--- src/rtl/spl_pkg.sv ---
// ----------------------------------------------------------------------------
// spl_pkg
// Types and constants shared by the stereo peak limiter modules.
// ----------------------------------------------------------------------------
`default_nettype none

package spl_pkg;

   localparam int SAMPLE_W    = 24;
   localparam int THRESH_W    = 23;
   localparam int COEF_W      = 24;
   localparam int GAIN_W      = 24;
   localparam int CSR_INDEX_W = 2;
   localparam int CSR_DATA_W  = 24;
   localparam int QUEUE_DEPTH = 2;
   localparam int QUEUE_PTR_W = $clog2(QUEUE_DEPTH);
   localparam int DIV_STEPS   = 23;

   localparam logic [GAIN_W-1:0]   UNITY_GAIN      = 24'h800000;
   localparam logic [THRESH_W-1:0] THRESHOLD_RESET = 23'h7FFFFF;
   localparam logic [COEF_W-1:0]   RELEASE_RESET   = 24'd16710000;
   localparam logic [1:0]          CHANNELS_RESET  = 2'd2;

   typedef enum logic [CSR_INDEX_W-1:0] {
      CSR_THRESHOLD = 2'd0,
      CSR_RELEASE   = 2'd1,
      CSR_CHANNELS  = 2'd2,
      CSR_BYPASS    = 2'd3
   } csr_index_type;

   // One classified frame, with the settings that were in force when it arrived.
   typedef struct packed {
      logic [SAMPLE_W-1:0] sample_ch0;
      logic [SAMPLE_W-1:0] sample_ch1;
      logic                block_end;
      logic                bypass;
      logic                two;
      logic                over;
      logic [THRESH_W-1:0] peak;
      logic [THRESH_W-1:0] threshold;
      logic [COEF_W-1:0]   coef;
   } spl_entry_type;

endpackage

`default_nettype wire

--- src/rtl/spl_front.sv ---
// ----------------------------------------------------------------------------
// spl_front
// Holds the settings, accepts frames and finds each frame's peak and class.
// ----------------------------------------------------------------------------
`default_nettype none

module spl_front import spl_pkg::*; #(
   parameter int CHANNELS = 2
) (
   input  wire logic                   clock,
   input  wire logic                   reset,
   input  wire logic                   req_valid,
   output logic                        req_ready,
   input  wire logic [SAMPLE_W-1:0]    req_sample_ch0,
   input  wire logic [SAMPLE_W-1:0]    req_sample_ch1,
   input  wire logic                   req_block_end,
   input  wire logic                   csr_valid,
   output logic                        csr_ready,
   input  wire logic [CSR_INDEX_W-1:0] csr_index,
   input  wire logic [CSR_DATA_W-1:0]  csr_wdata,
   output logic                        push_valid,
   input  wire logic                   push_ready,
   output spl_entry_type               push_entry
);

   localparam bit MULTI = (CHANNELS >= 2);

   logic [THRESH_W-1:0] threshold_ff, threshold_in;
   logic [COEF_W-1:0]   coef_ff, coef_in;
   logic [1:0]          channels_ff, channels_in;
   logic                bypass_ff, bypass_in;

   logic [THRESH_W-1:0] mag0, mag1, peak;
   logic                two;

   // Magnitude with the most negative code saturated to full scale.
   function automatic logic [THRESH_W-1:0] mag(input logic [SAMPLE_W-1:0] s);
      logic [SAMPLE_W-1:0] n;
      n = (~s) + 1'b1;
      if (!s[SAMPLE_W-1]) begin
         return s[THRESH_W-1:0];
      end else if (n[SAMPLE_W-1]) begin
         return THRESHOLD_RESET;
      end else begin
         return n[THRESH_W-1:0];
      end
   endfunction

   assign csr_ready = 1'b1;

   always_comb begin
      threshold_in = threshold_ff;
      coef_in      = coef_ff;
      channels_in  = channels_ff;
      bypass_in    = bypass_ff;
      if (csr_valid) begin
         case (csr_index_type'(csr_index))
            CSR_THRESHOLD: threshold_in = csr_wdata[THRESH_W-1:0];
            CSR_RELEASE:   coef_in      = csr_wdata[COEF_W-1:0];
            CSR_CHANNELS:  channels_in  = csr_wdata[1:0];
            CSR_BYPASS:    bypass_in    = csr_wdata[0];
            default:       threshold_in = threshold_ff;
         endcase
      end
   end

   always_ff @(posedge clock) begin
      if (reset) begin
         threshold_ff <= THRESHOLD_RESET;
         coef_ff      <= RELEASE_RESET;
         channels_ff  <= CHANNELS_RESET;
         bypass_ff    <= 1'b0;
      end else begin
         threshold_ff <= threshold_in;
         coef_ff      <= coef_in;
         channels_ff  <= channels_in;
         bypass_ff    <= bypass_in;
      end
   end

   assign two  = MULTI && (channels_ff >= 2'd2);
   assign mag0 = mag(req_sample_ch0);
   assign mag1 = mag(req_sample_ch1);
   assign peak = (two && (mag1 > mag0)) ? mag1 : mag0;

   assign push_valid = req_valid;
   assign req_ready  = push_ready;

   always_comb begin
      push_entry.sample_ch0 = req_sample_ch0;
      push_entry.sample_ch1 = req_sample_ch1;
      push_entry.block_end  = req_block_end;
      push_entry.bypass     = bypass_ff;
      push_entry.two        = two;
      push_entry.over       = (peak > threshold_ff);
      push_entry.peak       = peak;
      push_entry.threshold  = threshold_ff;
      push_entry.coef       = coef_ff;
   end

endmodule

`default_nettype wire

--- config.mk ---
export PLATFORM = sky130hd
export DESIGN_NAME = spl_front
export DESIGN_NICKNAME = d
export VERILOG_FILES = /design/src/rtl/spl_pkg.sv /design/src/rtl/spl_front.sv
export SDC_FILE = /design/constraint.sdc
export NUM_CORES = 1
export LEC_CHECK = 0
export ABC_AREA = 1
export ABC_CLOCK_PERIOD_IN_PS = 4300
export BUFFER_PORTS_ARGS = -buffer_cell sky130_fd_sc_hd__clkbuf_2
export CAP_MARGIN = 10
export CORE_AREA = 4 4 108 110
export DETAILED_ROUTE_END_ITERATION = 8
export DIE_AREA = 0 0 112 114
export GPL_TIMING_DRIVEN = 0
export PLACE_DENSITY_LB_ADDON = 0.2
export SLEW_MARGIN = 10
export SYNTH_ARGS = -nofsm -noshare
export SYNTH_HDL_FRONTEND = slang
export SYNTH_SLANG_ARGS = --single-unit
--- constraint.sdc ---
create_clock -name clock -period 4.3 [get_ports clock]
set_input_delay 0.43 -clock clock [delete_from_list [all_inputs] [get_ports clock]]
set_output_delay 0.43 -clock clock [all_outputs]
set_load 0.01 [all_outputs]
# --- Word-level counts from Yosys, hierarchy flattened ---
# Cells that the tools add are included.
word_totals:
  ff_bits: 50
  out_inout_bits: 125
  elab_cells: 25
classes:
  add_sub_neg: 2
  order_cmp: 3
  eq_ne: 3
  mux: 5
  n_bitwise: 2
  reduce_logical: 6
ops:
  columns: ["op", "count"]
  rows:
  - ["$mux 23", 5]
  - ["$add 24x1->24 const B", 2]
  - ["$not 24->24", 2]
  - ["$gt 23x23->1", 2]
  - ["$reduce_and 2->1", 4]
  - ["$eq 2x2->1 const B", 2]
  - ["$eq 2x1->1 const B", 1]
  - ["$ge 2x2->1 const B", 1]
  - ["$logic_not 2->1", 1]
  - ["$logic_and 1x1->1", 1]

# --- Longest topological paths before layout ---
depth:
  depth_word: 8
  mapped_depth: 33
  depth_no_buf: 32

# --- Least setup slack after synthesis ---
# No wires, ideal clock.
synth_path:
  path_type: "input-to-output"
  start: "input port req_sample_ch0[0]"
  end: "output port push_entry[70] in the netlist's numbering"
  t_arrival_ns: 3.617
  setup_slack_ns: 0.253
  stages: 29
  cell_sequence: "inv_2 -> ha_1 -> nand2_1 -> nor2_1 -> nor2_1 -> nor2_2 -> nand3_1 -> nand3_1 -> inv_1 -> ha_1 -> nand2_1 -> nor2_1 -> nand3_1 -> nor2_1 -> nand2_1 -> nand3_1 -> nand2_2 -> buf_6 -> buf_6 -> nand2_1 -> nand2_1 -> ha_1 -> nand4_1 -> nand3b_1 -> nor2_1 -> nand2_1 -> nand3_1 -> nand2_1 -> inv_1"
synth_lines:
  columns: ["element", "line_no", "text"]
  rows:
  - ["from (decl)", "spl_front.sv:14", "input wire logic [SAMPLE_W-1:0] req_sample_ch0,"]
  - ["to (decl)", "spl_front.sv:23", "output spl_entry_type push_entry"]

==> flow_metrics.tcl <==
set metrics [dict create \
    design_area_sq_mm 0.007904 \
    num_vias 6607 \
    die_h_um 114 \
    p_int_mw 1.017 \
    yosysSeqAreaShare_pct 18.23 \
    die_area_sq_mm 0.01277 \
    grt_max_degree 17 \
    track_usage_pct 27.29 \
    setup_viol 1 \
    p_sw_share_pct 42.40 \
    fmax_mhz 226.4 \
    end_kind "output pin" \
    rows 38 \
    cts_buffers 5 \
    ant_nets 0 \
    synthToLayoutAreaGrowth_pct 46.87 \
    grt_pass1_vias 6382 \
    worstPathMaxFanout 7 \
    htreeDepth 2 \
    rsz0062_at_grt "true" \
    grt_overflow 0 \
    drv_cap 0 \
    path_clk_slew_ns 0.10 \
    relSlewSlack_pct 61.54 \
    max_stage_delay_ns 0.28 \
    clock_sinks 49 \
    io_buffers 200 \
    diodes 0 \
    drc 0 \
    final_cell_mix "225 x nand2_1, 190 x clkbuf_2, 100 x inv_1" \
    final_util_pct 73.88 \
    ys_ff_latch 49 \
    arrival_ns 3.99 \
    finalMaxSlewViolations 0 \
    final_common_cell "nand2_1" \
    post-route-worst-setup-slack_ns -0.1174 \
    net-switching-power_mw 0.7486 \
    initial_core_util_pct 50.30 \
    pwr-share-clk_pct 15.7 \
    cts_root_buf "clkbuf_8" \
    combPwrFrac_pct 56.5 \
    floorplan.io_pins 205 \
    status "complete, but fails checks" \
    clock_latency_ns 0.30 \
    core-area_sq_mm 0.01070 \
    dpl_cell_area_sq_mm 0.006558 \
    synth_top_family_by_area "simple AND/OR/NAND/NOR gates" \
    period_share_pct 102.7 \
    clock_path_buffers 2 \
    holdBufCountCts 0 \
    synthAdderAreaFrac_pct 11.16 \
    wl_um 18500 \
    crit_type "primary input to output pin" \
    ir_drop_mv 0.1872 \
    drtPass1Iterations 5 \
    die_x_um 112 \
    gp_congestion 0.9608 \
    first_iter_violations 565 \
    hold_path_class "primary input to flop" \
    cp-start-kind "primary input" \
    cpMaxStageDelayCell "ha_1" \
    synth_compound_area_share_pct 8.417 \
    worst_pin_slew_ns 0.5738 \
    routedWlPerCell_um 14.56 \
    ys_warn_count 0 \
    synth-simple-area-share_pct 41.59 \
    synth_cell_types 37 \
    fin_crit_ns 4.417 \
    violations "setup timing" \
    layout-drive-gt1-share_pct 44.39 \
    seqPwrFrac_pct 27.8 \
    syn_avg_cell_area_sq_um 6.108 \
    synth_mux_area_share_pct 0 \
    layout.nets 1258 \
    viasPerCell 5.198 \
    cp.required_ns 3.87 \
    hold_viol_final 0 \
    cts_tree "done" \
    clock_skew_ns 0 \
    cellPowerDensity_mw_per_mm2 223.3 \
    netlist_area_sq_mm 0.005381 \
    place_hpwl_um 13850 \
    synth_nets 1009 \
    crit_top_cell "nand2_1" \
    antenna_found_initial 0 \
    grt_pass1_wl_um 29250 \
    synth_cells 881 \
    p_leak_nw 4.406 \
    synth-xor-area-share_pct 1.628 \
]
-- area by class of cell --
class / instances / area, sq um
Buffer: 79 / 565.5
Clock buffer: 5 / 68.82
Clock inverter: 3 / 21.27
Fill cell: 897 / 2794
Inverter: 125 / 484.2
Multi-Input combinational cell: 628 / 4194
Sequential cell: 49 / 980.9
Tap cell: 140 / 175.2
Timing Repair Buffer: 242 / 1414
-- cell usage after synthesis, drive strengths merged --
cell type	count	area share (%)
buf	65	9.1
ha	48	11
o21bai	1	0.14
nand2	273	19
o211ai	25	3.5
dfxtp	49	18
and2	1	0.12
o21a	1	0.14
nand3	104	11
a31oi	2	0.23
a21o	1	0.14
clkbuf	14	0.98
nor3	5	0.65
o21ai	28	2.6
nand3b	5	0.70
xor2	5	0.81
nand4	14	1.6
conb	1	0.070
a21oi	18	1.7
nor2	87	7.5
xnor2	5	0.81
or2	4	0.46
inv	125	8.9
-- per-stage QoR --
stage / cells / hold WS (ns) / worst slack, ns / setup TNS, ns / power [mW]
final: 1271 / 0.3496 / -0.1174 / -0.1174 / 1.765
after global routing: 1271 / 0.3759 / -0.3055 / -0.3055 / 1.881
after CTS: 1264 / 0.3437 / 0.003479 / 0 / 1.691
after detailed placement: 1221 / 0.4431 / -0.5418 / -0.5418 / 1.238
after global placement: 1221 / 0.4378 / -0.5093 / -0.5093 / 1.229
after floorplan: 881 / 0.4239 / 0.2526 / 0 / 0.9663
-- layer usage --
layer  global-route usage [%]  wire length, um
met2                    49.96             9053
met1                    32.62             7358
met5                        0                0
met3                    2.493             1227
met4                    11.70              860
-- flip-flops by register name (all words and copies together) (netlist names) --
name,cells
channels_ff,1
bypass_ff,1
coef_ff,24
threshold_ff,23
-- worst max-delay path, delay by kind of cell --
kind                       cells  cell delay (ns)
and+or+nand+nor               21             2.01
adders and majority gates      2             0.55
buffers and inverters          9             0.95
-- power groups by stage --
| stage | Combinational, mW | Clock (mW) | Sequential, mW |
|---|---|---|---|
| after floorplan | 0.457 | 0 | 0.510 |
| after CTS | 0.923 | 0.278 | 0.490 |
| final | 0.998 | 0.278 | 0.490 |
| after global routing | 1.09 | 0.295 | 0.493 |
| after detailed placement | 0.737 | 0 | 0.501 |
| after global placement | 0.729 | 0 | 0.500 |
-- what timing repair did --
action,in CTS,in global routing
endpoints found under the setup margin,1,1
pin swaps,59,45
setup buffers,31,7
gates cloned,4,0
resized for setup,137,74
-- logic make-up after synthesis --
group           Yosys count
fa+ha+maj                48
other cells               1
flops                    49
compound gates           76
xor+xnor                 10
buf+inv                 204
simple gates            493
-- path summary, 6_finish.rpt --
path	from	endpoint	slack, ns	cells after the start
setup / recovery	req_sample_ch0[9]	push_entry[70]	-0.12	32
hold / removal	csr_wdata[23]	coef_ff[23]	0.35	3
setup reg to reg	threshold_ff[5]	threshold_ff[5]	3.58	2
hold reg to reg	bypass_ff	bypass_ff	0.45	2
(Power assumes the default switching activity.)
